===== config.mk =====
export PLATFORM = sky130hd
export DESIGN_NAME = tig_weld_sequencer_pi
export DESIGN_NICKNAME = d
export VERILOG_FILES = /design/src/rtl/tws_pkg.sv /design/src/rtl/tws_sermul.sv /design/src/rtl/tws_serdiv.sv /design/src/rtl/tig_weld_sequencer_pi.sv
export SDC_FILE = /design/constraint.sdc
export NUM_CORES = 1
export LEC_CHECK = 0
export BUFFER_PORTS_ARGS = -buffer_cell sky130_fd_sc_hd__buf_4
export CORE_MARGIN = 10
export CORE_UTILIZATION = 55
export DETAILED_ROUTE_END_ITERATION = 12
export GPL_TIMING_DRIVEN = 0
export PLACE_DENSITY = 0.74
export SETUP_SLACK_MARGIN = 0.15
export SLEW_MARGIN = 20
export SYNTH_ARGS = -nofsm -noshare
export SYNTH_HDL_FRONTEND = slang
export SYNTH_SLANG_ARGS = --single-unit

===== constraint.sdc =====
create_clock -name clock -period 9.3 [get_ports clock]
set_clock_uncertainty 0.1 [all_clocks]
set_input_delay 0.93 -clock clock [delete_from_list [all_inputs] [get_ports clock]]
set_output_delay 0.93 -clock clock [all_outputs]
set_load 0.01 [all_outputs]

===== src/rtl/tws_pkg.sv =====
// Shared constants and phase codes for the TIG weld sequencer.
`default_nettype none
package tws_pkg;
   localparam int ADC_BITS_DEF  = 12;
   localparam int TICK_BITS_DEF = 16;

   localparam int MA_W = 18;           // signed multiplicand
   localparam int MB_W = 16;           // unsigned multiplier
   localparam int MP_W = MA_W + MB_W;  // signed product
   localparam int DN_W = 32;           // dividend width
   localparam int DD_W = 16;           // divisor width

   localparam logic [15:0] CUR_SCALE = 16'd17037;
   localparam logic [16:0] CUR_MAX   = 17'd131071;
   localparam logic signed [18:0] INTEG_LIM = 19'sd128000;
   localparam logic [11:0] DUTY_MAX  = 12'd4000;

   localparam logic [2:0] PH_IDLE      = 3'd0;
   localparam logic [2:0] PH_PREGAS    = 3'd1;
   localparam logic [2:0] PH_IGNITION  = 3'd2;
   localparam logic [2:0] PH_WELDING   = 3'd3;
   localparam logic [2:0] PH_DOWNSLOPE = 3'd4;
   localparam logic [2:0] PH_POSTGAS   = 3'd5;

   localparam logic [2:0] REG_MAIN_CURRENT = 3'd0;
   localparam logic [2:0] REG_PRE_GAS      = 3'd1;
   localparam logic [2:0] REG_POST_GAS     = 3'd2;
   localparam logic [2:0] REG_DOWN_SLOPE   = 3'd3;
   localparam logic [2:0] REG_IGN_TIMEOUT  = 3'd4;
   localparam logic [2:0] REG_ARC_THRESH   = 3'd5;
   localparam logic [2:0] REG_KP_GAIN      = 3'd6;
   localparam logic [2:0] REG_KI_GAIN      = 3'd7;

   typedef enum logic [6:0] {
      S_IDLE = 7'b0000001,
      S_CUR  = 7'b0000010,
      S_KI   = 7'b0000100,
      S_KP   = 7'b0001000,
      S_SEQ  = 7'b0010000,
      S_DMUL = 7'b0100000,
      S_DIV  = 7'b1000000
   } seq_state_type;
endpackage
`default_nettype wire


===== src/rtl/tws_sermul.sv =====
// Bit-serial shift-add multiplier, signed by unsigned, one multiplier bit per cycle.
`default_nettype none
module tws_sermul import tws_pkg::*; (
   input  wire logic                   clock,
   input  wire logic                   reset,
   input  wire logic                   start,
   input  wire logic signed [MA_W-1:0] a_in,
   input  wire logic [MB_W-1:0]        b_in,
   output logic                        done,
   output logic signed [MP_W-1:0]      prod
);
   localparam int CNT_W = $clog2(MB_W + 1);

   logic signed [MP_W-1:0] acc_ff, a_ff;
   logic [MB_W-1:0]        b_ff;
   logic [CNT_W-1:0]       cnt_ff;
   logic                   busy_ff, done_ff;

   always_ff @(posedge clock) begin
      if (reset) begin
         busy_ff <= 1'b0;
         done_ff <= 1'b0;
         cnt_ff  <= '0;
      end else begin
         done_ff <= 1'b0;
         if (start) begin
            acc_ff  <= '0;
            a_ff    <= MP_W'(a_in);
            b_ff    <= b_in;
            cnt_ff  <= CNT_W'(MB_W);
            busy_ff <= 1'b1;
         end else if (busy_ff) begin
            if (b_ff[0]) acc_ff <= acc_ff + a_ff;
            a_ff   <= a_ff <<< 1;
            b_ff   <= b_ff >> 1;
            cnt_ff <= cnt_ff - 1'b1;
            if (cnt_ff == CNT_W'(1)) begin
               busy_ff <= 1'b0;
               done_ff <= 1'b1;
            end
         end
      end
   end

   assign done = done_ff;
   assign prod = acc_ff;
endmodule
`default_nettype wire


===== src/rtl/tws_serdiv.sv =====
// Restoring divider, one quotient bit per cycle.
`default_nettype none
module tws_serdiv import tws_pkg::*; (
   input  wire logic            clock,
   input  wire logic            reset,
   input  wire logic            start,
   input  wire logic [DN_W-1:0] dividend,
   input  wire logic [DD_W-1:0] divisor,
   output logic                 done,
   output logic [DN_W-1:0]      quotient
);
   localparam int CNT_W = $clog2(DN_W + 1);

   logic [DN_W-1:0]  q_ff;
   logic [DD_W-1:0]  rem_ff, d_ff;
   logic [CNT_W-1:0] cnt_ff;
   logic             busy_ff, done_ff;
   logic [DD_W:0]    rem_sh;

   assign rem_sh = {rem_ff, q_ff[DN_W-1]};

   always_ff @(posedge clock) begin
      if (reset) begin
         busy_ff <= 1'b0;
         done_ff <= 1'b0;
         cnt_ff  <= '0;
      end else begin
         done_ff <= 1'b0;
         if (start) begin
            q_ff    <= dividend;
            d_ff    <= divisor;
            rem_ff  <= '0;
            cnt_ff  <= CNT_W'(DN_W);
            busy_ff <= 1'b1;
         end else if (busy_ff) begin
            if (rem_sh >= {1'b0, d_ff}) begin
               rem_ff <= DD_W'(rem_sh - {1'b0, d_ff});
               q_ff   <= {q_ff[DN_W-2:0], 1'b1};
            end else begin
               rem_ff <= rem_sh[DD_W-1:0];
               q_ff   <= {q_ff[DN_W-2:0], 1'b0};
            end
            cnt_ff <= cnt_ff - 1'b1;
            if (cnt_ff == CNT_W'(1)) begin
               busy_ff <= 1'b0;
               done_ff <= 1'b1;
            end
         end
      end
   end

   assign done     = done_ff;
   assign quotient = q_ff;
endmodule
`default_nettype wire


===== src/rtl/tig_weld_sequencer_pi.sv =====
// TIG weld sequencer with per-tick PI current regulator, top level.
//
//  channel | ports                        | direction | carries
//  req     | req_valid/req_ready + fields | in        | one 1 ms tick: torch, ADC sample
//  rsp     | rsp_valid/rsp_ready + fields | out       | phase, drives, duty, currents
//  csr     | csr_wr_en, csr_index, wdata  | in        | register writes, no wait
//
// Each multiply runs on the shared serial multiplier (start, load, 16 bit steps),
// each divide on the restoring divider. In idle, pre-gas and post-gas the result
// waits only on the current product; in the arc phases on the current, ki and kp
// products; on a down-slope ramp step also on the ramp product and the divide.
// Only one request is in flight at a time; the next is taken the cycle after the
// result leaves.
// Reset is synchronous; it restores register defaults and clears the control registers.
// A waiting result sits in the output register; the block holds there until it
// is taken, then accepts the next request.
`default_nettype none
module tig_weld_sequencer_pi import tws_pkg::*; #(
   parameter int ADC_BITS  = ADC_BITS_DEF,
   parameter int TICK_BITS = TICK_BITS_DEF
) (
   input  wire logic                clock,
   input  wire logic                reset,
   input  wire logic                req_valid,
   output logic                     req_ready,
   input  wire logic                req_torch_pressed,
   input  wire logic [ADC_BITS-1:0] req_adc_sample,
   output logic                     rsp_valid,
   input  wire logic                rsp_ready,
   output logic [2:0]               rsp_phase_code,
   output logic                     rsp_gas_valve,
   output logic                     rsp_hf_relay,
   output logic                     rsp_display_blank,
   output logic [11:0]              rsp_duty,
   output logic [16:0]              rsp_measured_current,
   output logic [15:0]              rsp_target_current,
   input  wire logic                csr_wr_en,
   input  wire logic [2:0]          csr_index,
   input  wire logic [15:0]         csr_wdata
);
   localparam int CW = (TICK_BITS > 16) ? TICK_BITS : 16;
   localparam logic [ADC_BITS:0] ADC_FULL = {1'b0, {ADC_BITS{1'b1}}};

   // configuration registers
   logic [7:0]  main_current_ff, arc_thresh_ff;
   logic [15:0] pre_gas_ff, post_gas_ff, down_slope_ff, ign_timeout_ff;
   logic [15:0] kp_ff, ki_ff;

   // sequencer state
   seq_state_type          state_ff;
   logic [2:0]             phase_ff;
   logic [TICK_BITS-1:0]   elapsed_ff;
   logic [15:0]            setpoint_ff;
   logic signed [17:0]     integral_ff;
   logic                   gas_ff, relay_ff, blank_ff;

   // per-request working registers
   logic                   torch_ff;
   logic [16:0]            cur_ff;
   logic signed [17:0]     err_ff;
   logic [11:0]            duty_ff;

   // output register
   logic                   rsp_valid_ff;
   logic [2:0]             o_phase_ff;
   logic                   o_gas_ff, o_relay_ff, o_blank_ff;
   logic [11:0]            o_duty_ff;
   logic [16:0]            o_cur_ff;
   logic [15:0]            o_sp_ff;

   // shared arithmetic
   logic                   mul_start_ff, div_start_ff;
   logic signed [MA_W-1:0] mul_a_ff;
   logic [MB_W-1:0]        mul_b_ff;
   logic                   mul_done, div_done;
   logic signed [MP_W-1:0] mul_prod;
   logic [DN_W-1:0]        div_quot;

   tws_sermul u_mul (
      .clock (clock), .reset (reset), .start (mul_start_ff),
      .a_in (mul_a_ff), .b_in (mul_b_ff), .done (mul_done), .prod (mul_prod)
   );

   tws_serdiv u_div (
      .clock (clock), .reset (reset), .start (div_start_ff),
      .dividend (DN_W'(mul_prod[DN_W-1:0])), .divisor (down_slope_ff),
      .done (div_done), .quotient (div_quot)
   );

   // rectified sample: |2*raw - full|
   logic [ADC_BITS:0] raw2, diff_in;
   assign raw2    = {req_adc_sample, 1'b0};
   assign diff_in = (raw2 >= ADC_FULL) ? raw2 - ADC_FULL : ADC_FULL - raw2;

   // current scaling, >>10 with saturation
   logic [MP_W-11:0] cur_wide;
   logic [16:0]      cur_in;
   assign cur_wide = mul_prod[MP_W-1:10];
   assign cur_in   = (cur_wide > (MP_W-10)'(CUR_MAX)) ? CUR_MAX : cur_wide[16:0];

   // integral update with saturation at +-500 duty counts in Q8
   logic signed [18:0] integ_sum, integ_in;
   assign integ_sum = {integral_ff[17], integral_ff} +
                      19'($signed(mul_prod[MP_W-1:16]));
   always_comb begin
      priority if (integ_sum > INTEG_LIM)  integ_in = INTEG_LIM;
      else if (integ_sum < -INTEG_LIM)     integ_in = -INTEG_LIM;
      else                                 integ_in = integ_sum;
   end

   // regulator output and duty clamp
   logic signed [18:0] pi_out;
   logic [11:0]        duty_in;
   assign pi_out = 19'($signed(mul_prod[MP_W-1:16])) + {integral_ff[17], integral_ff};
   always_comb begin
      priority if (pi_out <= 19'sd0)               duty_in = '0;
      else if ({1'b0, pi_out[18:8]} > DUTY_MAX)    duty_in = DUTY_MAX;
      else                                         duty_in = {1'b0, pi_out[18:8]};
   end

   // elapsed count, saturating
   logic [TICK_BITS-1:0] elapsed_in;
   logic [CW-1:0]        e_cw;
   logic [15:0]          full_sp;
   assign elapsed_in = (&elapsed_ff) ? elapsed_ff : elapsed_ff + 1'b1;
   assign e_cw       = CW'(elapsed_in);
   assign full_sp    = {main_current_ff, 8'h00};

   logic arc_phase;
   assign arc_phase = (phase_ff == PH_IGNITION) || (phase_ff == PH_WELDING) ||
                      (phase_ff == PH_DOWNSLOPE);

   assign req_ready = (state_ff == S_IDLE) && !rsp_valid_ff;

   always_ff @(posedge clock) begin
      if (reset) begin
         main_current_ff <= 8'd80;
         pre_gas_ff      <= 16'd500;
         post_gas_ff     <= 16'd3000;
         down_slope_ff   <= 16'd2000;
         ign_timeout_ff  <= 16'd2000;
         arc_thresh_ff   <= 8'd10;
         kp_ff           <= 16'd9830;
         ki_ff           <= 16'd3277;
      end else if (csr_wr_en) begin
         unique case (csr_index)
            REG_MAIN_CURRENT: main_current_ff <= csr_wdata[7:0];
            REG_PRE_GAS:      pre_gas_ff      <= csr_wdata;
            REG_POST_GAS:     post_gas_ff     <= csr_wdata;
            REG_DOWN_SLOPE:   down_slope_ff   <= csr_wdata;
            REG_IGN_TIMEOUT:  ign_timeout_ff  <= csr_wdata;
            REG_ARC_THRESH:   arc_thresh_ff   <= csr_wdata[7:0];
            REG_KP_GAIN:      kp_ff           <= csr_wdata;
            REG_KI_GAIN:      ki_ff           <= csr_wdata;
            default: ;
         endcase
      end
   end

   always_ff @(posedge clock) begin
      if (reset) begin
         state_ff     <= S_IDLE;
         phase_ff     <= PH_IDLE;
         elapsed_ff   <= '0;
         setpoint_ff  <= '0;
         integral_ff  <= '0;
         gas_ff       <= 1'b0;
         relay_ff     <= 1'b0;
         blank_ff     <= 1'b0;
         rsp_valid_ff <= 1'b0;
         mul_start_ff <= 1'b0;
         div_start_ff <= 1'b0;
      end else begin
         mul_start_ff <= 1'b0;
         div_start_ff <= 1'b0;
         if (rsp_valid_ff && rsp_ready) rsp_valid_ff <= 1'b0;

         unique case (state_ff)
            S_IDLE: begin
               if (req_valid && req_ready) begin
                  torch_ff     <= req_torch_pressed;
                  mul_a_ff     <= MA_W'(diff_in);
                  mul_b_ff     <= CUR_SCALE;
                  mul_start_ff <= 1'b1;
                  state_ff     <= S_CUR;
               end
            end
            S_CUR: begin
               if (mul_done) begin
                  cur_ff <= cur_in;
                  if (arc_phase) begin
                     err_ff       <= $signed({2'b00, setpoint_ff}) - $signed({1'b0, cur_in});
                     mul_a_ff     <= $signed({2'b00, setpoint_ff}) - $signed({1'b0, cur_in});
                     mul_b_ff     <= ki_ff;
                     mul_start_ff <= 1'b1;
                     state_ff     <= S_KI;
                  end else begin
                     integral_ff <= '0;
                     duty_ff     <= '0;
                     state_ff    <= S_SEQ;
                  end
               end
            end
            S_KI: begin
               if (mul_done) begin
                  integral_ff  <= integ_in[17:0];
                  mul_a_ff     <= err_ff;
                  mul_b_ff     <= kp_ff;
                  mul_start_ff <= 1'b1;
                  state_ff     <= S_KP;
               end
            end
            S_KP: begin
               if (mul_done) begin
                  duty_ff  <= duty_in;
                  state_ff <= S_SEQ;
               end
            end
            S_SEQ: begin
               // sequencer step runs once the result slot is free
               if (!rsp_valid_ff || rsp_ready) begin
                  state_ff <= S_IDLE;
                  unique case (phase_ff)
                     PH_IDLE: begin
                        elapsed_ff <= '0;
                        if (torch_ff) begin
                           blank_ff <= 1'b1;
                           gas_ff   <= 1'b1;
                           phase_ff <= PH_PREGAS;
                        end
                     end
                     PH_PREGAS: begin
                        if (e_cw > CW'(pre_gas_ff)) begin
                           relay_ff   <= 1'b1;
                           phase_ff   <= PH_IGNITION;
                           elapsed_ff <= '0;
                        end else begin
                           elapsed_ff <= elapsed_in;
                        end
                     end
                     PH_IGNITION: begin
                        if (cur_ff > {1'b0, arc_thresh_ff, 8'h00} ||
                            e_cw > CW'(ign_timeout_ff)) begin
                           relay_ff   <= 1'b0;
                           phase_ff   <= torch_ff ? PH_WELDING : PH_DOWNSLOPE;
                           elapsed_ff <= '0;
                        end else begin
                           elapsed_ff <= elapsed_in;
                        end
                     end
                     PH_WELDING: begin
                        setpoint_ff <= full_sp;
                        if (!torch_ff) begin
                           phase_ff   <= PH_DOWNSLOPE;
                           elapsed_ff <= '0;
                        end else begin
                           elapsed_ff <= elapsed_in;
                        end
                     end
                     PH_DOWNSLOPE: begin
                        if (e_cw > CW'(down_slope_ff)) begin
                           setpoint_ff <= '0;
                           phase_ff    <= PH_POSTGAS;
                           elapsed_ff  <= '0;
                        end else begin
                           elapsed_ff <= elapsed_in;
                           if (down_slope_ff == '0) begin
                              setpoint_ff <= full_sp;
                           end else begin
                              // ramp: full*(T-e)/T over multiplier then divider
                              mul_a_ff     <= MA_W'(full_sp);
                              mul_b_ff     <= down_slope_ff - e_cw[15:0];
                              mul_start_ff <= 1'b1;
                              state_ff     <= S_DMUL;
                           end
                        end
                     end
                     PH_POSTGAS: begin
                        if (e_cw > CW'(post_gas_ff)) begin
                           gas_ff     <= 1'b0;
                           blank_ff   <= 1'b0;
                           phase_ff   <= PH_IDLE;
                           elapsed_ff <= '0;
                        end else begin
                           elapsed_ff <= elapsed_in;
                        end
                     end
                     default: begin
                        phase_ff   <= PH_IDLE;
                        elapsed_ff <= '0;
                     end
                  endcase
               end
            end
            S_DMUL: begin
               if (mul_done) begin
                  div_start_ff <= 1'b1;
                  state_ff     <= S_DIV;
               end
            end
            S_DIV: begin
               if (div_done) begin
                  setpoint_ff <= div_quot[15:0];
                  state_ff    <= S_IDLE;
               end
            end
            default: state_ff <= S_IDLE;
         endcase

         // the result leaves as the request completes
         if ((state_ff == S_SEQ && (!rsp_valid_ff || rsp_ready) &&
              !(phase_ff == PH_DOWNSLOPE && !(e_cw > CW'(down_slope_ff)) &&
                down_slope_ff != '0)) ||
             (state_ff == S_DIV && div_done)) begin
            rsp_valid_ff <= 1'b1;
         end
      end
   end

   // output payload: captured from the next-state values as the request completes
   logic [2:0] phase_nx;
   logic       gas_nx, relay_nx, blank_nx;
   logic [15:0] sp_nx;
   always_comb begin
      phase_nx = phase_ff;
      gas_nx   = gas_ff;
      relay_nx = relay_ff;
      blank_nx = blank_ff;
      sp_nx    = setpoint_ff;
      unique case (phase_ff)
         PH_IDLE: if (torch_ff) begin
            phase_nx = PH_PREGAS; gas_nx = 1'b1; blank_nx = 1'b1;
         end
         PH_PREGAS: if (e_cw > CW'(pre_gas_ff)) begin
            phase_nx = PH_IGNITION; relay_nx = 1'b1;
         end
         PH_IGNITION: if (cur_ff > {1'b0, arc_thresh_ff, 8'h00} ||
                          e_cw > CW'(ign_timeout_ff)) begin
            relay_nx = 1'b0; phase_nx = torch_ff ? PH_WELDING : PH_DOWNSLOPE;
         end
         PH_WELDING: begin
            sp_nx = full_sp;
            if (!torch_ff) phase_nx = PH_DOWNSLOPE;
         end
         PH_DOWNSLOPE: begin
            if (e_cw > CW'(down_slope_ff)) begin
               sp_nx = '0; phase_nx = PH_POSTGAS;
            end else if (down_slope_ff == '0) begin
               sp_nx = full_sp;
            end
         end
         PH_POSTGAS: if (e_cw > CW'(post_gas_ff)) begin
            phase_nx = PH_IDLE; gas_nx = 1'b0; blank_nx = 1'b0;
         end
         default: phase_nx = PH_IDLE;
      endcase
   end

   always_ff @(posedge clock) begin
      if (state_ff == S_SEQ && (!rsp_valid_ff || rsp_ready)) begin
         o_phase_ff <= phase_nx;
         o_gas_ff   <= gas_nx;
         o_relay_ff <= relay_nx;
         o_blank_ff <= blank_nx;
         o_duty_ff  <= duty_ff;
         o_cur_ff   <= cur_ff;
         o_sp_ff    <= sp_nx;
      end else if (state_ff == S_DIV && div_done) begin
         o_sp_ff <= div_quot[15:0];
      end
   end

   assign rsp_valid            = rsp_valid_ff;
   assign rsp_phase_code       = o_phase_ff;
   assign rsp_gas_valve        = o_gas_ff;
   assign rsp_hf_relay         = o_relay_ff;
   assign rsp_display_blank    = o_blank_ff;
   assign rsp_duty             = o_duty_ff;
   assign rsp_measured_current = o_cur_ff;
   assign rsp_target_current   = o_sp_ff;

   a_integ_bound: assert property (@(posedge clock) disable iff (reset)
      (integral_ff <= 18'sd128000) && (integral_ff >= -18'sd128000))
      else $error("integrator out of bounds");

   a_duty_bound: assert property (@(posedge clock) disable iff (reset)
      rsp_valid_ff |-> (o_duty_ff <= DUTY_MAX))
      else $error("duty above limit");

   a_one_in_flight: assert property (@(posedge clock) disable iff (reset)
      (req_valid && req_ready) |=> !req_ready)
      else $error("second request taken while busy");

   a_phase_legal: assert property (@(posedge clock) disable iff (reset)
      phase_ff <= PH_POSTGAS)
      else $error("phase register out of range");
endmodule
`default_nettype wire


Word-level counts from Yosys, hierarchy flattened
Index checks and enable logic that the tools add are counted.
W data, S select, Z words.
{"block": "classes", "div_mod_pow": 0, "n_eq_ne": 33, "magnitude_cmp": 12, "n_mux": 110, "shift": 0, "bitwise": 4, "n_addsub": 10, "reduce_logical": 56, "multipliers": 0}
{"operator": "$mux W16", "n": 24}
{"operator": "$mux W18", "n": 13}
{"operator": "$mux W34", "n": 4}
{"operator": "$pmux W16 S5", "n": 1}
{"operator": "$pmux W18 S4", "n": 1}
{"operator": "$gt A16 B16 Y1", "n": 4}
{"operator": "$mux W32", "n": 2}
{"operator": "$pmux W16 S2", "n": 2}
{"operator": "$pmux W16 S4", "n": 1}
{"operator": "$mux W12", "n": 5}
{"operator": "$mux W7", "n": 7}
{"operator": "$pmux W7 S7", "n": 1}
{"operator": "$pmux W18 S2", "n": 1}
{"operator": "$add A34 B34 Y34", "n": 1}
{"operator": "$sub A16 B16 Y16", "n": 2}
{"operator": "$mux W6", "n": 5}
{"operator": "$mux W1", "n": 25}
{"operator": "$gt A24 B17 Y1 const B", "n": 1}
{"operator": "$pmux W12 S2", "n": 1}
{"operator": "$reduce_and A2 Y1", "n": 12}
{"operator": "$mux W3", "n": 7}
{"operator": "$add A18 B18 Y19", "n": 1}
{"operator": "$gt A19 B18 Y1 const B", "n": 1}
{"operator": "$le A19 B1 Y1 const B", "n": 1}
{"operator": "48 further kinds", "n": 102}
{"block": "word_totals", "rom_bits": 0, "inputBits": 37, "memories": 0, "mem_bits_rw": 0, "elab_cells": 271, "output_inout_bits": 53, "latchBits": 0, "reg_bits": 474}

Longest topological paths before layout
Gate-level depths: netlist of the first run.
{"block": "logic_depth", "ltp_word": 10, "depth_mapped": 20, "depth_no_buf": 19}

Modules after synthesis
From an unflattened synthesis of the first run, not the netlist that was laid out.
{"block": "unflattened", "hier_cells": 2583, "area_unflattened_um2": 25524.5}
{"module": "tig_weld_sequencer_pi", "cells_per_inst": 1775, "area_per_inst_um2": 16296.9, "instances": 1, "seq_area_each_um2": 7497.2}
{"module": "tws_sermul", "cells_per_inst": 495, "area_per_inst_um2": 5429.0, "instances": 1, "seq_area_each_um2": 2662.6}
{"module": "tws_serdiv", "cells_per_inst": 313, "area_per_inst_um2": 3798.6, "instances": 1, "seq_area_each_um2": 2082.0}

Least setup slack after synthesis of the first run
Ideal clock, no wire load.
{"block": "synth_path", "kind": "reg-to-reg", "startpoint": "reg elapsed_ff[1]", "endpoint": "reg mul_a_ff[0] (enable)", "stages_incl_launch_ff": 18, "slack_ns": 4.298, "required_time_ns": 8.806, "setup_time_ns": 0.394, "synth_period_minus_slack_ns": 5.002, "arrival_time_ns": 4.508, "path_buffers": 1, "cell_sequence": "dfxtp_1 -> ha_1 -> and3_1 -> clkbuf_1 -> nand4_2 -> xnor2_1 -> inv_1 -> ha_1 -> fa_1 -> inv_1 -> o21ai_0 -> o21ai_0 -> a2111oi_0 -> o32ai_1 -> o21ai_1 -> nor2_1 -> a21o_1 -> and2_1"}
{"block": "synth_via", "elab_chain_cells": 5, "elab_cells_between_ends": 6, "classes_between": "add/sub (1); order compare (1); eq/ne (1); mux (1); reduce/logical (2)"}
{"item": "from (decl)", "line": "tig_weld_sequencer_pi.sv:52", "source": "logic [TICK_BITS-1:0] elapsed_ff;"}
{"item": "from (signal assigned)", "line": "tig_weld_sequencer_pi.sv:238", "source": "elapsed_ff <= elapsed_in;"}
{"item": "from (signal assigned)", "line": "tig_weld_sequencer_pi.sv:248", "source": "elapsed_ff <= elapsed_in;"}
{"item": "from (signal assigned)", "line": "tig_weld_sequencer_pi.sv:257", "source": "elapsed_ff <= elapsed_in;"}
{"item": "$add A16 B1 Y16 or $reduce_and A16 Y1 (tied branches)", "line": "tig_weld_sequencer_pi.sv:125", "source": "assign elapsed_in = (&elapsed_ff) ? elapsed_ff : elapsed_ff + 1'b1;"}
{"item": "$mux W16 (*)", "line": "tig_weld_sequencer_pi.sv:125"}
{"item": "$gt A16 B16 Y1 (*)", "line": "tig_weld_sequencer_pi.sv:261", "source": "if (e_cw > CW'(down_slope_ff)) begin"}
{"item": "$ne A2 B2 Y1 (no line) (*)"}
{"item": "$reduce_and A10 Y1 (no line) (*)"}
{"item": "to (signal assigned)", "line": "tig_weld_sequencer_pi.sv:182", "source": "mul_a_ff <= MA_W'(diff_in);"}
{"item": "to (signal assigned)", "line": "tig_weld_sequencer_pi.sv:193", "source": "mul_a_ff <= $signed({2'b00, setpoint_ff}) - $signed({1'b0, cur_in});"}
{"item": "to (signal assigned)", "line": "tig_weld_sequencer_pi.sv:271", "source": "mul_a_ff <= MA_W'(full_sp);"}
{"item": "to (decl)", "line": "tig_weld_sequencer_pi.sv:73", "source": "logic signed [MA_W-1:0] mul_a_ff;"}
Mark *: on every way between the ends. The rest lies on a longest branch, timed or not.
A chain may end at the register's enable or synchronous reset.

Worst setup path after layout of the first run
{"block": "layout_path", "startpoint": "reg elapsed_ff[1]", "endpoint": "reg o_sp_ff[9], in the netlist rsp_target_current[9], data pin"}
{"block": "layout_via", "elab_chain_cells": 6, "elab_cells_between_ends": 7, "classes_between": "add/sub (1); order compare (1); mux (4); reduce/logical (1)"}
{"item": "$add A16 B1 Y16 or $reduce_and A16 Y1 (tied branches)", "line": "tig_weld_sequencer_pi.sv:125"}
{"item": "$mux W16 (*)", "line": "tig_weld_sequencer_pi.sv:125"}
{"item": "$gt A16 B16 Y1 (*)", "line": "tig_weld_sequencer_pi.sv:346", "source": "if (e_cw > CW'(down_slope_ff)) begin"}
{"item": "$mux W16 (*)"}
{"item": "$pmux W16 S2 (*)"}
{"item": "$mux W16 (*)", "line": "tig_weld_sequencer_pi.sv:360", "source": "if (state_ff == S_SEQ && (!rsp_valid_ff || rsp_ready)) begin"}
{"item": "to (signal assigned)", "line": "tig_weld_sequencer_pi.sv:367", "source": "o_sp_ff <= sp_nx;"}
{"item": "to (signal assigned)", "line": "tig_weld_sequencer_pi.sv:369", "source": "o_sp_ff <= div_quot[15:0];"}
{"item": "to (decl)", "line": "tig_weld_sequencer_pi.sv:69", "source": "logic [15:0] o_sp_ff;"}
Marks and branches as above.

==> results of run 1 <==
## how the worst min path moves through the flow
stage	end	slack [ns]	cells past startpoint
2_1_floorplan	rsp_duty[0]	0.30	0
3_3_place_gp	rsp_duty[10]	0.30	0
3_5_place_dp	rsp_duty[0]	0.30	0
4_1_cts	rsp_duty[6]	0.32	0
5_1_grt	rsp_duty[2]	0.33	0
6_report	rsp_duty[6]	0.32	0
## routing by layer
metal | up-vias | track usage [%] | part of all wire (%)
met2 | 959 | 41.1 | 45
met3 | 171 | 5.75 | 9.8
met5 | - | 0 | 0.018
met1 | 9744 | 35.3 | 42
li1 | 9227 | - | -
met4 | 2 | 10.5 | 3.6
## cell usage in the layout (no fill, tap or decap), types with 17 or more instances in the layout
| master | Yosys | routed |
|---|---|---|
| nand2_1 | 315 | 315 |
| edfxtp_1 | 279 | 279 |
| dfxtp_1 | 193 | 193 |
| a21oi_1 | 178 | 178 |
| nor2_1 | 178 | 175 |
| inv_1 | 168 | 167 |
| ha_1 | 149 | 149 |
| o21ai_0 | 102 | 102 |
| buf_4 | 1 | 82 |
| clkbuf_1 | 71 | 76 |
| xnor2_1 | 64 | 64 |
| nand3_1 | 62 | 62 |
| mux2_2 | 62 | 62 |
| a21o_1 | 55 | 55 |
| clkbuf_16 | 0 | 53 |
| xor2_1 | 51 | 51 |
| nor3_1 | 40 | 38 |
| a211o_1 | 29 | 29 |
| nor2b_1 | 27 | 26 |
| a22o_1 | 25 | 25 |
| nand3b_1 | 25 | 25 |
| or2_2 | 24 | 24 |
| a22oi_1 | 23 | 23 |
| and3_1 | 20 | 20 |
| nand2b_1 | 19 | 19 |
| mux2i_1 | 18 | 18 |
| a211oi_1 | 17 | 17 |
| o21a_1 | 17 | 17 |
## where the power goes
group          internal (mW)  switching, mW  total, mW  leakage [nW]
registers               2.53          0.134       2.66          4.00
clock network           1.34          0.848       2.18         0.862
logic                  0.558          0.895       1.45          6.14
## cell families (layout without fill, tap and decap cells)
group / count (synthesis) / after routing / synth area share (%)
AO/OA/AOI/OAI: 578 / 578 / 15.4
XOR/XNOR: 115 / 115 / 4.07
adder cells (fa/ha/maj): 161 / 161 / 8.22
buffers and inverters: 263 / 442 / 4.06
flip-flops: 472 / 472 / 49.4
multiplexers: 80 / 80 / 3.55
other: 1 / 2 / 0.0151
AND/OR/NAND/NOR: 803 / 803 / 15.3
## flip-flops by register name, indices dropped and copies added (netlist names), 17 cells and up
signal                count
cur_ff                   17
err_ff                   18
integral_ff              18
mul_a_ff                 18
rsp_measured_current     17
u_div.quotient           32
u_mul.a_ff               34
u_mul.prod               34
## worst max-delay path: cells and delay by family (launching register included)
kind            cells  cell delay [ns]
flops               1             0.40
compound gates      8             3.14
simple gates        2             0.52
buf+inv             3             0.46
fa+ha+maj           3             0.87
xor+xnor            1             0.45
## cell type report
cell class                 count  area (um^2)
inverter                     168          631
buffer                        95          378
clock inverter                32          438
fill                        3556        16300
clock buffer                  59         1350
tap                          592          741
timing repair buffer          88          739
multi-input combinational   1739        11600
sequential                   472        12200
==> flow_summary.json, run 1 <==
{
  "crit_arrival_ns": 6.47,
  "hold_viol_final": 0,
  "portBuffers": 78,
  "drive_above_1_share_pct": 10.8,
  "wl_per_cell_um": 22.4,
  "rsz0062_at_grt": "false",
  "hpwl_um": 52900,
  "grt_use_total_pct": 26.4,
  "yosysMostFrequentCell": "nand2_1",
  "setup_violations": 0,
  "period_needed_ns": 6.26,
  "netlist_area_mm2": 0.0248,
  "critPathCapture": "rsp_target_current[9]",
  "fmax_mhz": 160,
  "wirelength_um": 72500,
  "synthTopCellsByArea": "edfxtp_1 (34%), dfxtp_1 (16%), ha_1 (7.5%), nand2_1 (4.8%), a21oi_1 (3.6%)",
  "cts_setup_buffers": 0,
  "ys_ff_latch": 472,
  "grt_max_degree": 44,
  "p_leak_nw": 11.0,
  "final.setup.tns_ns": 0,
  "rows": 77,
  "clock-sinks": 472,
  "netlist.area_leader.share_pct": 33.8,
  "worst_pin_slew_ns": 1.21,
  "worst_path_largest_cell_delay_ns": 0.75,
  "vias": 20100,
  "fin_area_mm2": 0.0281,
  "rr_endpoint": "rsp_target_current[9]",
  "crit_required_ns": 9.51,
  "worst_setup_path_end_kind": "flip-flop",
  "start_kind": "flip-flop",
  "drt_iter0_drc": 2443,
  "crit_start": "elapsed_ff[1]",
  "io_pins": 90,
  "die_w_um": 232,
  "antenna_cells": 0,
  "final_net_count": 2805,
  "status": "completed",
  "dieArea_mm2": 0.0539,
  "crit_path_max_fanout": 10,
  "worstHoldStart": "duty_ff[6]",
  "initial_utilization_pct": 55.8,
  "yosysTopAreaCell": "edfxtp_1",
  "min-delay-path-class": "flip-flop to flip-flop",
  "htree_levels": 2,
  "drc": 0,
  "cp_cell_sequence": "ha_1, and3_1, clkbuf_1, nand4_2, xnor2_1, inv_1, ha_1, fa_1, inv_1, o21ai_0, o21ai_0, a2111oi_0, o32ai_1, o21ai_1, o31ai_2, a22oi_1, o21ai_0",
  "r2r_slack_ns": 3.04,
  "cts_made_buffers": 50,
  "die_h_um": 232,
  "clk_path_buf_depth": 3,
  "slowest_stage": "o31ai_2",
  "period_share_pct": 67.3,
  "cts_hold_buf": 0,
  "gr-total-overflow": 0,
  "grt_pass1_wl_um": 111000,
  "avgViaCountPerCell": 6.20,
  "globalplace.congestion": 0.971,
  "reg2reg_depth": 17,
  "critical_path_class": "flip-flop to flip-flop",
  "ant_nets": 0,
  "maxCapViolations": 0,
  "area_growth_pct": 13.4,
  "synth-edff-count": 279,
  "whs_ns": 0.317,
  "antenna_found_initial": 1,
  "fin_util_pct": 63.2,
  "instances_no_fill": 3245,
  "post_cts_resized": 0,
  "finalPower_mw": 6.30,
  "r2r_start": "elapsed_ff[1]",
  "dpl-instance-area_mm2": 0.0263,
  "syn_inst": 2473,
  "drt-pass1-iter-count": 6,
  "dp_cells": 3154,
  "ys_warn_count": 0,
  "ys_top_cells_by_count": "nand2_1 (315), edfxtp_1 (279), dfxtp_1 (193), a21oi_1 (178), nor2_1 (178)",
  "ir_worst_vdd_mv": 0.148,
  "power.density_mw_per_mm2": 224,
  "synth_area_per_cell_um2": 10.0,
  "tritoncts": "done",
  "clkTransAtPathRegs_ns": 0.07,
  "core_mm2": 0.0444,
  "yosysUniqueCellTypes": 81,
  "grt_pass1_vias": 19000,
  "finalWorstSetupSlack_ns": 3.04,
  "synth_ff_type": "edfxtp_1",
  "slew_headroom_pct": 18.9,
  "final_max_slew_viol_count": 0,
  "clk_latency_ns": 0.62,
  "cp_common_cell": "o21ai_0",
  "root_buffer": "clkbuf_16",
  "ys_seq_area_share_pct": 49.4,
  "synthArstFlopShare_pct": 0,
  "post-place-ws_ns": 3.33
}
(Power assumes the default switching activity.)
==> run 2, diff against run 1 <==
Settings changed: PLACE_DENSITY 0.74 to 0.77.
Clock period 9.3 ns to 5.7 ns, I/O delays scaled along.
==> flow_summary.json, run 2 (synthesis gave the netlist of run 1 again) <==
{
  "status": "completed",
  "r2r_slack_ns": 0.38,
  "cp_cell_sequence": "ha_1, and3_1, clkbuf_1, nand4_4, nand2_1, nor2_1, xor2_1, inv_1, ha_1, nor2b_1, a2111oi_0, o32ai_1, o21ai_2, buf_4, nor2_1, a21o_1, and2_2, buf_12",
  "io_pins": 90,
  "fillers": 3565,
  "dieArea_mm2": 0.0539,
  "clock-sinks": 472,
  "worst_setup_path_end_kind": "flip-flop",
  "clkTransAtPathRegs_ns": 0.07,
  "p_leak_nw": 11.1,
  "area_growth_pct": 13.7,
  "final_net_count": 2812,
  "hold_viol_final": 0,
  "cts_hold_buf": 0,
  "critical_path_class": "flip-flop to flip-flop",
  "crit_required_ns": 5.90,
  "drive_above_1_share_pct": 11.6,
  "clk_path_buf_depth": 3,
  "htree_levels": 2,
  "fmax_mhz": 188,
  "worstHoldStart": "req_torch_pressed",
  "power.density_mw_per_mm2": 359,
  "die_w_um": 232,
  "maxCapViolations": 0,
  "avgViaCountPerCell": 6.12,
  "grt_max_degree": 44,
  "root_buffer": "clkbuf_16",
  "rsz0062_at_grt": "false",
  "min-delay-path-class": "input pin to flip-flop",
  "fin_util_pct": 63.4,
  "wl_per_cell_um": 22.2,
  "slew_headroom_pct": 21.1,
  "reg2reg_depth": 18,
  "final_common_cell": "nand2_1",
  "slowest_stage": "xor2_1",
  "cp_top_family": "simple AND/OR/NAND/NOR gates",
  "drt-pass1-iter-count": 6,
  "tritoncts": "done",
  "hpwl_um": 53300,
  "crit_path_max_fanout": 25,
  "vias": 19900,
  "clk_latency_ns": 0.61,
  "ant_nets": 0,
  "hold-path-endpoint": "torch_ff",
  "finalWorstSetupSlack_ns": 0.380,
  "hold_path_depth": 1,
  "ir_worst_vdd_mv": 0.247,
  "r2r_start": "elapsed_ff[1]",
  "period_needed_ns": 5.32,
  "final_max_slew_viol_count": 0,
  "rows": 77,
  "crit_arrival_ns": 5.52,
  "drc": 0,
  "drt_iter0_drc": 2205,
  "period_share_pct": 93.3,
  "antenna_found_initial": 0,
  "globalplace.congestion": 0.982,
  "start_kind": "flip-flop",
  "rr_endpoint": "mul_b_ff[4]",
  "wirelength_um": 72400,
  "cts_made_buffers": 51,
  "worst_path_largest_cell_delay_ns": 0.62,
  "grt_pass1_vias": 19100,
  "grt_pass1_wl_um": 109000,
  "die_h_um": 232,
  "worst_pin_slew_ns": 1.17,
  "gr-total-overflow": 0,
  "post-place-ws_ns": -0.641,
  "grt_use_total_pct": 26.1,
  "initial_utilization_pct": 55.8,
  "portBuffers": 78,
  "core_mm2": 0.0444,
  "path_buf_inv": 4,
  "mostFrequentLayoutCells": "nand2_1 (315), edfxtp_1 (279), dfxtp_1 (193)",
  "setup_violations": 0
}
-- run 2: cell types whose count changed in the layout (fill, tap and decap cells not counted), moves of 3 or more --
cell	before	now
o21ai_0	102	98
xnor2_1	64	61
clkbuf_8	0	5
clkinv_2	7	11
xnor2_2	0	3
bufinv_16	11	5
buf_4	82	87
clkbuf_1	76	71
-- run 2: worst max path at each step --
stage                                        end          start  depth (start not counted)  slack (ns)
after global placement               mul_a_ff[6]  elapsed_ff[1]                         17       -0.86
after global routing      rsp_target_current[14]  elapsed_ff[1]                         19        0.18
after CTS                            mul_a_ff[6]  elapsed_ff[1]                         17        0.18
final                                mul_b_ff[4]  elapsed_ff[1]                         18        0.38
after floorplan                      mul_a_ff[0]  elapsed_ff[1]                         17        0.70
after detailed placement  rsp_target_current[14]  elapsed_ff[1]                         18       -0.64
-- run 2: metrics by stage --
step / hold slack, ns / cell area [um^2] / TNS (ns) / power (mW) / std cells
6_report: 0.0473 / 28100 / 0 / 10.1 / 3257
5_1_grt: 0.0420 / 28100 / 0 / 10.5 / 3256
4_1_cts: 0.0296 / 28100 / 0 / 10.1 / 3253
3_5_place_dp: 0.305 / 26300 / -10.77 / 6.72 / 3154
3_3_place_gp: 0.301 / 26100 / -36.40 / 6.59 / 3144
2_1_floorplan: 0.300 / 24800 / 0 / 6.00 / 2474
-- run 2: power by group --
| part | switching (mW) | total [mW] | internal (mW) |
|---|---|---|---|
| combinational | 1.46 | 2.37 | 0.912 |
| clock | 1.44 | 3.39 | 1.95 |
| sequential | 0.224 | 4.35 | 4.13 |
-- run 2: routing by layer --
metal  GRT usage [%]  vias up  wire length, um
met5               0        -                0
met4            10.1        0             2430
met3            5.58      148             7120
met2            40.2      945            32300
met1            35.3     9600            30500
li1                -     9239                -
-- run 2: what timing repair did --
action                     in CTS  in global routing
buffers inserted                3                  3
pin swaps                       2                  2
setup endpoints to repair      74                 76
resized for setup               9                  5
-- run 2: cell type report --
type | count | area [um^2] | area share, %
Antenna cell | 1 | 2.50 | 0.00889
Buffer | 95 | 379 | 1.35
Clock buffer | 58 | 1350 | 4.81
Clock inverter | 38 | 369 | 1.31
Inverter | 168 | 631 | 2.24
Multi-Input combinational cell | 1739 | 11600 | 41.3
Sequential cell | 472 | 12200 | 43.5
Tap cell | 592 | 741 | 2.63
Timing Repair Buffer | 94 | 797 | 2.83
